==> config.mk <==
export PLATFORM = sky130hd
export DESIGN_NAME = open_address_hash_table_unit
export DESIGN_NICKNAME = d
export VERILOG_FILES = /design/src/rtl/core/oaht_pkg.sv /design/src/rtl/core/oaht_ctrl.sv /design/src/rtl/core/oaht_dp.sv /design/src/rtl/core/open_address_hash_table_unit.sv
export SDC_FILE = /design/constraint.sdc
export NUM_CORES = 1
export LEC_CHECK = 0
export ABC_CLOCK_PERIOD_IN_PS = 14100
export BUFFER_PORTS_ARGS = -buffer_cell sky130_fd_sc_hd__buf_2
export CAP_MARGIN = 20
export CORE_MARGIN = 2
export CORE_UTILIZATION = 55
export CTS_BUF_LIST = sky130_fd_sc_hd__clkbuf_2
export DETAILED_ROUTE_END_ITERATION = 10
export PLACE_DENSITY = 0.77
export SLEW_MARGIN = 20
export SYNTH_ARGS = -nofsm -noshare
export SYNTH_HDL_FRONTEND = slang
export SYNTH_SLANG_ARGS = --single-unit
==> constraint.sdc <==
create_clock -name clk -period 14.1 [get_ports clk]
set_input_delay 4.23 -clock clk [delete_from_list [all_inputs] [get_ports clk]]
set_output_delay 4.23 -clock clk [all_outputs]
set_load 0.005 [all_outputs]
==> src/rtl/core/oaht_pkg.sv <==
package oaht_pkg;

    // Table geometry
    localparam int TABLE_DEPTH = 16;
    localparam int IDX_W       = $clog2(TABLE_DEPTH);
    localparam int SIZE_W      = $clog2(TABLE_DEPTH + 1);
    localparam int KEY_W       = 32;
    localparam int SLOT_W      = 4;
    localparam int STATUS_W    = 2;

    // Configuration registers
    localparam int TSIZE_W     = 5;
    localparam int CFG_W       = 5;
    localparam int CFG_IDX_W   = 1;
    localparam logic [CFG_IDX_W-1:0] REG_TABLE_SIZE = 1'b0;
    localparam logic [CFG_IDX_W-1:0] REG_PROBE_MODE = 1'b1;
    localparam logic [TSIZE_W-1:0]   TABLE_SIZE_RESET = 5'd11;

    // Key reduction: one digit of the key per cycle
    localparam int DIGIT_W    = 4;
    localparam int HASH_STEPS = KEY_W / DIGIT_W;
    localparam int HCNT_W     = $clog2(HASH_STEPS);

    // Request kinds
    localparam logic REQ_INSERT = 1'b0;
    localparam logic REQ_LOOKUP = 1'b1;

    // Probe modes
    localparam logic MODE_LINEAR    = 1'b0;
    localparam logic MODE_QUADRATIC = 1'b1;

    // Response status codes
    localparam logic [STATUS_W-1:0] ST_INSERTED  = 2'd0;
    localparam logic [STATUS_W-1:0] ST_FOUND     = 2'd1;
    localparam logic [STATUS_W-1:0] ST_NOT_FOUND = 2'd2;
    localparam logic [STATUS_W-1:0] ST_FULL      = 2'd3;

    typedef struct packed {
        logic             req_type;
        logic [KEY_W-1:0] key;
    } req_t;

    typedef struct packed {
        logic [STATUS_W-1:0] status;
        logic [SLOT_W-1:0]   slot;
    } rsp_t;

    // Commands from the controller to the datapath
    typedef struct packed {
        logic load;
        logic hash_step;
        logic probe_start;
        logic probe_next;
        logic commit;
    } dp_cmd_t;

    // Status from the datapath to the controller
    typedef struct packed {
        logic probe_end;
    } dp_stat_t;

endpackage

==> src/rtl/core/oaht_ctrl.sv <==
module oaht_ctrl
    import oaht_pkg::*;
(
    input  logic     clk,
    input  logic     rst_n,
    input  logic     req_valid,
    output logic     req_ready,
    output logic     rsp_valid,
    input  logic     rsp_ready,
    input  dp_stat_t stat,
    output dp_cmd_t  cmd
);

    typedef enum logic [1:0] {
        S_IDLE,
        S_HASH,
        S_START,
        S_PROBE
    } state_t;

    state_t              state_reg;
    state_t              state_next;
    logic [HCNT_W-1:0]   hcnt_reg;
    logic [HCNT_W-1:0]   hcnt_next;
    logic                rsp_valid_reg;
    logic                rsp_valid_next;
    logic                out_free;

    // The response register can take a new result when empty or being drained.
    assign out_free  = !rsp_valid_reg || rsp_ready;
    assign req_ready = (state_reg == S_IDLE);
    assign rsp_valid = rsp_valid_reg;

    // Sequencing of one transaction: reduce the key, then probe slot by slot.
    always_comb
    begin
        state_next = state_reg;
        hcnt_next  = hcnt_reg;
        cmd        = '0;
        case (state_reg)
            S_IDLE:
            begin
                if (req_valid)
                begin
                    cmd.load   = 1'b1;
                    hcnt_next  = '0;
                    state_next = S_HASH;
                end
            end
            S_HASH:
            begin
                cmd.hash_step = 1'b1;
                hcnt_next     = hcnt_reg + HCNT_W'(1);
                if (hcnt_reg == HCNT_W'(HASH_STEPS - 1))
                begin
                    state_next = S_START;
                end
            end
            S_START:
            begin
                cmd.probe_start = 1'b1;
                state_next      = S_PROBE;
            end
            S_PROBE:
            begin
                if (stat.probe_end)
                begin
                    if (out_free)
                    begin
                        cmd.commit = 1'b1;
                        state_next = S_IDLE;
                    end
                end
                else
                begin
                    cmd.probe_next = 1'b1;
                end
            end
            default:
            begin
                state_next = S_IDLE;
            end
        endcase
    end

    // Response valid flag follows the commit and the downstream handshake.
    always_comb
    begin
        rsp_valid_next = rsp_valid_reg;
        if (cmd.commit)
        begin
            rsp_valid_next = 1'b1;
        end
        else if (rsp_ready)
        begin
            rsp_valid_next = 1'b0;
        end
    end

    // State and registered outputs
    always_ff @(posedge clk or negedge rst_n)
    begin
        if (!rst_n)
        begin
            state_reg     <= S_IDLE;
            hcnt_reg      <= '0;
            rsp_valid_reg <= 1'b0;
        end
        else
        begin
            state_reg     <= state_next;
            hcnt_reg      <= hcnt_next;
            rsp_valid_reg <= rsp_valid_next;
        end
    end

endmodule

==> src/rtl/core/oaht_dp.sv <==
module oaht_dp
    import oaht_pkg::*;
(
    input  logic                 clk,
    input  logic                 rst_n,
    input  logic                 cfg_we,
    input  logic [CFG_IDX_W-1:0] cfg_index,
    input  logic [CFG_W-1:0]     cfg_data,
    input  req_t                 req,
    input  dp_cmd_t              cmd,
    output dp_stat_t             stat,
    output rsp_t                 rsp
);

    localparam int CMP_W = (TSIZE_W > SIZE_W) ? TSIZE_W : SIZE_W;

    logic [TSIZE_W-1:0]     table_size_reg;
    logic                   probe_mode_reg;
    logic                   lookup_reg;
    logic [KEY_W-1:0]       key_reg;
    logic [KEY_W-1:0]       key_sh_reg;
    logic [SIZE_W-1:0]      rem_reg;
    logic [IDX_W-1:0]       idx_reg;
    logic [SIZE_W-1:0]      k_reg;
    rsp_t                   rsp_reg;
    logic [KEY_W-1:0]       keys_reg [TABLE_DEPTH];
    logic [TABLE_DEPTH-1:0] valid_reg;

    logic [CMP_W-1:0]       ts_ext;
    logic [SIZE_W-1:0]      size;
    logic [SIZE_W:0]        size_ext;
    logic [SIZE_W:0]        rem_t;
    logic [SIZE_W-1:0]      rem_next;
    logic                   cur_valid;
    logic                   is_match;
    logic                   last_probe;
    logic [SIZE_W:0]        odd;
    logic [SIZE_W-1:0]      delta;
    logic [SIZE_W:0]        sum;
    logic [IDX_W-1:0]       idx_next;
    rsp_t                   rsp_next;
    logic                   store;

    // Effective table size: zero acts as one, anything above the depth is clipped.
    always_comb
    begin
        ts_ext = CMP_W'(table_size_reg);
        if (table_size_reg == '0)
        begin
            size = SIZE_W'(1);
        end
        else if (ts_ext > CMP_W'(TABLE_DEPTH))
        begin
            size = SIZE_W'(TABLE_DEPTH);
        end
        else
        begin
            size = SIZE_W'(ts_ext);
        end
    end

    assign size_ext = {1'b0, size};

    // Remainder of the key by the size, one digit per cycle, MSB first.
    always_comb
    begin
        rem_next = rem_reg;
        rem_t    = '0;
        for (int i = 0; i < DIGIT_W; i++)
        begin
            rem_t = {rem_next, key_sh_reg[KEY_W-1-i]};
            if (rem_t >= size_ext)
            begin
                rem_t = rem_t - size_ext;
            end
            rem_next = rem_t[SIZE_W-1:0];
        end
    end

    // Current slot check
    assign cur_valid  = valid_reg[idx_reg];
    assign is_match   = lookup_reg && cur_valid && (keys_reg[idx_reg] == key_reg);
    assign last_probe = (k_reg == (size - SIZE_W'(1)));
    assign stat.probe_end = !cur_valid || is_match || last_probe;

    // Step to the next probe slot: linear adds one, quadratic adds 2k+1.
    always_comb
    begin
        odd = {k_reg, 1'b1};
        if (odd >= size_ext)
        begin
            odd = odd - size_ext;
        end
        if (probe_mode_reg == MODE_QUADRATIC)
        begin
            delta = odd[SIZE_W-1:0];
        end
        else
        begin
            delta = (size == SIZE_W'(1)) ? '0 : SIZE_W'(1);
        end
        sum = {1'b0, SIZE_W'(idx_reg)} + {1'b0, delta};
        if (sum >= size_ext)
        begin
            sum = sum - size_ext;
        end
        idx_next = IDX_W'(sum);
    end

    // Outcome of the transaction at the slot where probing ends.
    always_comb
    begin
        rsp_next.status = ST_NOT_FOUND;
        rsp_next.slot   = '0;
        if (!cur_valid)
        begin
            if (lookup_reg)
            begin
                rsp_next.status = ST_NOT_FOUND;
            end
            else
            begin
                rsp_next.status = ST_INSERTED;
                rsp_next.slot   = SLOT_W'(idx_reg);
            end
        end
        else if (is_match)
        begin
            rsp_next.status = ST_FOUND;
            rsp_next.slot   = SLOT_W'(idx_reg);
        end
        else
        begin
            rsp_next.status = lookup_reg ? ST_NOT_FOUND : ST_FULL;
        end
    end

    assign store = cmd.commit && !cur_valid && !lookup_reg;
    assign rsp   = rsp_reg;

    // Configuration registers
    always_ff @(posedge clk or negedge rst_n)
    begin
        if (!rst_n)
        begin
            table_size_reg <= TABLE_SIZE_RESET;
            probe_mode_reg <= MODE_LINEAR;
        end
        else if (cfg_we)
        begin
            case (cfg_index)
                REG_TABLE_SIZE: table_size_reg <= cfg_data[TSIZE_W-1:0];
                REG_PROBE_MODE: probe_mode_reg <= cfg_data[0];
                default:        ;
            endcase
        end
    end

    // Slot valid bits; reset empties the table.
    always_ff @(posedge clk or negedge rst_n)
    begin
        if (!rst_n)
        begin
            valid_reg <= '0;
        end
        else if (store)
        begin
            valid_reg[idx_reg] <= 1'b1;
        end
    end

    // Working registers, key store and response payload
    always_ff @(posedge clk)
    begin
        if (cmd.load)
        begin
            lookup_reg <= (req.req_type == REQ_LOOKUP);
            key_reg    <= req.key;
            key_sh_reg <= req.key;
            rem_reg    <= '0;
        end
        if (cmd.hash_step)
        begin
            key_sh_reg <= key_sh_reg << DIGIT_W;
            rem_reg    <= rem_next;
        end
        if (cmd.probe_start)
        begin
            idx_reg <= IDX_W'(rem_reg);
            k_reg   <= '0;
        end
        if (cmd.probe_next)
        begin
            idx_reg <= idx_next;
            k_reg   <= k_reg + SIZE_W'(1);
        end
        if (cmd.commit)
        begin
            rsp_reg <= rsp_next;
        end
        if (store)
        begin
            keys_reg[idx_reg] <= key_reg;
        end
    end

endmodule

==> src/rtl/core/open_address_hash_table_unit.sv <==
// Open-addressing hash table with linear or quadratic probing.
// Request channel (req_valid/req_ready, req): a transaction carries an insert
// or lookup request and a 32-bit key. Response channel (rsp_valid/rsp_ready,
// rsp): one transaction per request with a status and a slot index.
// Configuration: cfg_we writes cfg_data to register cfg_index (0 table size,
// 1 probe mode); write only while no request is in flight.
// Sequence: the key is reduced modulo the table size one 4-bit digit per cycle,
// then one slot is probed per cycle, with 1 up to the table size probes. The
// response is registered when probing ends, and the next request is taken
// once the controller is back in idle.
// One request is worked on at a time; a new request can be taken while the
// previous response still waits in the output register.
// When the receiver stalls, the response holds, and a finished probe waits
// in place until the output register frees.
// Reset empties the table, sets the size to 11 and selects linear probing.
module open_address_hash_table_unit
    import oaht_pkg::*;
(
    input  logic                 clk,
    input  logic                 rst_n,
    input  logic                 cfg_we,
    input  logic [CFG_IDX_W-1:0] cfg_index,
    input  logic [CFG_W-1:0]     cfg_data,
    input  logic                 req_valid,
    output logic                 req_ready,
    input  req_t                 req,
    output logic                 rsp_valid,
    input  logic                 rsp_ready,
    output rsp_t                 rsp
);

    dp_cmd_t  cmd;
    dp_stat_t stat;

    // Sequencer
    oaht_ctrl u_ctrl (
        .clk       (clk),
        .rst_n     (rst_n),
        .req_valid (req_valid),
        .req_ready (req_ready),
        .rsp_valid (rsp_valid),
        .rsp_ready (rsp_ready),
        .stat      (stat),
        .cmd       (cmd)
    );

    // Table, hash and probe datapath
    oaht_dp u_dp (
        .clk       (clk),
        .rst_n     (rst_n),
        .cfg_we    (cfg_we),
        .cfg_index (cfg_index),
        .cfg_data  (cfg_data),
        .req       (req),
        .cmd       (cmd),
        .stat      (stat),
        .rsp       (rsp)
    );

endmodule

==> metrics.md <==
| Metric | Value |
|---|---|
| Clk sinks | `629` |
| Reg power frac | `39.0%` |
| Final setup TNS | `0 ns` |
| Post-route ant nets | `0` |
| Post-DP Area | `27400 um^2` |
| CTS resizes | `0` |
| Psw | `2.45 mW` |
| Synth Register Bits | `629` |
| Slowest library cell on the worst path | `fa_1` |
| H-tree Lvls | `4` |
| Routed wire per std cell | `24.8 um` |
| Worst Hold Launch | `u_dp.key_sh_reg[0]` |
| Iter 0 DRT Violations | `1339` |
| Synth Instances | `1481` |
| Number of synthesized flops with an enable pin | `593` |
| Setup Skew | `0.0686 ns` |
| Final Setup Violations | `0` |
| Sw frac | `37.2%` |
| Met2 wire len | `28800 um` |
| Final worst-path cycle share | `60.1%` |
| Setup crit start kind | `flip-flop` |
| Power Dens Cells | `228 nW/um^2` |
| Post-layout min period | `8.48 ns` |
| GRT Util Overall | `24.2%` |
| Num ports | `52` |
| RSZ-0062 raised after global routing | `false` |
| Longest Clk Path Bufs | `3` |
| CTS clk-pin slew, worst paths | `0.10 ns` |
| DR WL met3 | `4910 um` |
| Via-per-instance ratio | `6.10` |
| R2r startpoint | `u_dp.table_size_reg[4]` |
| Hold Path Depth | `2` |
| Hold buffer count at CTS | `0` |
| Mapped Nets | `1574` |
| Critical R2R Capture | `u_dp.rem_reg[1]` |
| DRT met1 WL | `23100 um` |
| Pre-antenna DRT Iters | `7` |
| Final nets | `1742` |
| First-pass GRT wire length | `88100 um` |
| Combinational Power Share | `42.6%` |
| CP arrival | `9.30 ns` |
| Avg Synthesized Cell Area | `17.8 um^2` |
| Vias | `14500` |
| Maximum vdd drop | `0.509 mV` |
| Max FFs per register | `512` |
| Leak | `10.1 nW` |
| Final hold vios | `0` |
| CP Class | `reg2reg` |
| Final instance area | `28800 um^2` |
| Distinct cells, synth | `61` |
| Initial antenna violation count | `3` |
| Hold Crit Endpoint | `u_dp.key_sh_reg[0]` |
| DRT Wirelength | `58800 um` |
| Critical path capture point type | `flip-flop` |
| Cell row count | `80` |
| Fmax | `118 MHz` |
| Port bufs | `51` |
| Grt ovf | `0` |
| Share of cells above drive strength 1 | `28.6%` |
| Final Max Slew Viols | `0` |
| GP Congestion | `0.836` |
| Die area | `49800 um^2` |
| YS warnings | `0` |
| Clock power share | `18.3%` |
| DRC errors left | `0` |
| Crit-path max cell delay | `0.55 ns` |
| Max Cap Viol | `0` |
| CP Max Fanout | `11` |
| Sequential share of the synthesized area | `70.6%` |
| Reg2Reg Setup Slack | `5.62 ns` |
| Largest net degree at the start of global routing | `67` |
| Critical Path RT | `14.92 ns` |
| Slew margin rel. | `28.9%` |
| Cell repeated most along the worst path | `a21oi_1` |
| Area of the mapped netlist | `26400 um^2` |
| Worst-Margin Slew | `1.06 ns` |
| Die Wd | `223 um` |
| TritonCTS Buffers | `150` |
| Status | `complete, no violations` |
| Uppermost routed layer | `met5` |
| Tot Pwr | `6.58 mW` |
| Placeable Area | `47500 um^2` |
| Die height | `223 um` |
| Later-pin clock latency in the skew report | `1.14 ns` |
| Type of the worst min-delay path | `reg2reg` |
| Worst Reg-to-Reg Cells | `31` |
| Initial Util | `55.6%` |
| Area delta synth->final | `9.13%` |
| Vias in the first global route | `14700` |
| P_int | `4.13 mW` |
| Post CTS Setup Buffer Count | `0` |
| CTS tree | `built` |
| Detailed Place HPWL | `33300 um` |
| Async SR Flop Fraction | `4.45%` |
| Main flop type after synthesis | `edfxtp_1` |
| Root Driver | `clkbuf_2` |
## layer usage
layer / up-vias / GRT usage, %
met4: 2 / 11.0
met1: 7377 / 32.4
met2: 688 / 38.5
met5: - / 0
li1: 6274 / -
met3: 126 / 5.25
## stage by stage
step           cells  util [%]  setup slack (ns)  hold WS [ns]
2_1_floorplan   1481         -              6.55         0.434
3_3_place_gp    2112      57.7              6.01         0.446
3_5_place_dp    2112      57.7              5.75         0.449
4_1_cts         2371      60.7              5.69         0.468
5_1_grt         2372      60.7              4.86         0.491
6_report        2372      60.7              5.62         0.468
## critical path: cells and delay by family (launching register included)
kind            cells  cell delay (ns)
compound gates     14             3.37
fa+ha+maj           4             1.63
simple gates        8             1.37
mux                 4             1.15
flops               1             0.45
buf+inv             1             0.25
## cells in the final DEF (no fill, tap or decap), types with 17 or more instances in the layout
cell type  netlist  final
edfxtp_1       593    593
ha_1            42     41
a22oi_1         17     17
mux4_2         110    110
dfrtp_1         25     25
mux2i_1        100    100
clkbuf_2         0    226
or2_2           17     17
o21ai_0         50     50
buf_2           19     51
buf_4            8     25
nor2b_1         19     19
mux2_2          24     24
inv_1           35     34
a21oi_1         34     34
nand2_1         94     94
xor2_1          31     31
nor2_1          40     28
clkinv_1         0     17
xnor2_1         37     37
## final cells by class
| cell class | count | area [um^2] |
|---|---|---|
| Inverter | 37 | 141 |
| Antenna cell | 1 | 2.50 |
| Fill cell | 3399 | 18700 |
| Multi-Input combinational cell | 755 | 7400 |
| Tap cell | 615 | 769 |
| Timing Repair Buffer | 76 | 443 |
| Sequential cell | 629 | 18700 |
| Clock inverter | 33 | 280 |
| Clock buffer | 226 | 1130 |
## Yosys cell counts (all sizes together), types with 3 or more instances
cell type  instances  share of area, %
edfxtp           593                67
mux4             111               9.5
mux2i            100               3.8
nand2             94               1.3
o21ai             50              0.95
ha                42               2.0
nor2              40              0.57
buf               38              0.97
inv               37              0.53
xnor2             37               1.2
a21oi             34              0.64
xor2              31               1.0
mux2              26               1.1
dfrtp             25               2.4
clkbuf            22              0.31
nor2b             19              0.45
or2               18              0.43
a22oi             17              0.48
nand3             14              0.27
a21o              12              0.34
nor3               9              0.17
a211oi             8              0.25
dfxtp              8              0.61
nor4               8              0.27
a22o               7              0.23
and2               7              0.17
and3               7              0.17
fa                 7              0.53
nand2b             7              0.17
a31oi              5              0.12
o211ai             5              0.14
a221oi             4              0.13
a2bb2oi            4              0.13
nand3b             4              0.11
nand4              4             0.095
o2111ai            4              0.13
o31ai              4              0.11
a211o              3             0.099
dfstp              3              0.30
## worst max-delay path by stage
stage | endpoint | from | slack [ns] | depth (start not counted)
after floorplan | u_dp.keys_reg[0][0] | rsp_ready | 6.55 | 4
after global placement | u_dp.rem_reg[2] | u_dp.table_size_reg[4] | 6.01 | 31
after detailed placement | u_dp.rem_reg[2] | u_dp.table_size_reg[4] | 5.75 | 31
after CTS | u_dp.rem_reg[1] | u_dp.table_size_reg[4] | 5.69 | 31
after global routing | u_dp.rem_reg[1] | u_dp.table_size_reg[2] | 4.86 | 35
final | u_dp.rem_reg[1] | u_dp.table_size_reg[4] | 5.62 | 31
## cells by family (layout without fill, tap and decap cells)
logic type / count (synthesis) / count (layout) / share of synthesized area [%]
flip-flops: 629 / 629 / 70.6
multiplexers: 237 / 237 / 14.4
AND/OR/NAND/NOR: 236 / 236 / 4.35
AO/OA/AOI/OAI: 165 / 165 / 4.04
buffers and inverters: 97 / 372 / 1.82
XOR/XNOR: 68 / 68 / 2.25
adder cells (fa/ha/maj): 49 / 49 / 2.52
other: 0 / 1 / 0
## power groups by stage
stage	Combinational (mW)	Clock [mW]	Sequential, mW
after floorplan	2.30	0	2.44
after global placement	2.71	0	2.60
after detailed placement	2.79	0	2.61
after CTS	2.80	1.24	2.57
after global routing	3.07	1.33	2.60
final	2.81	1.21	2.57
Power figures use the tool's default switching activity.
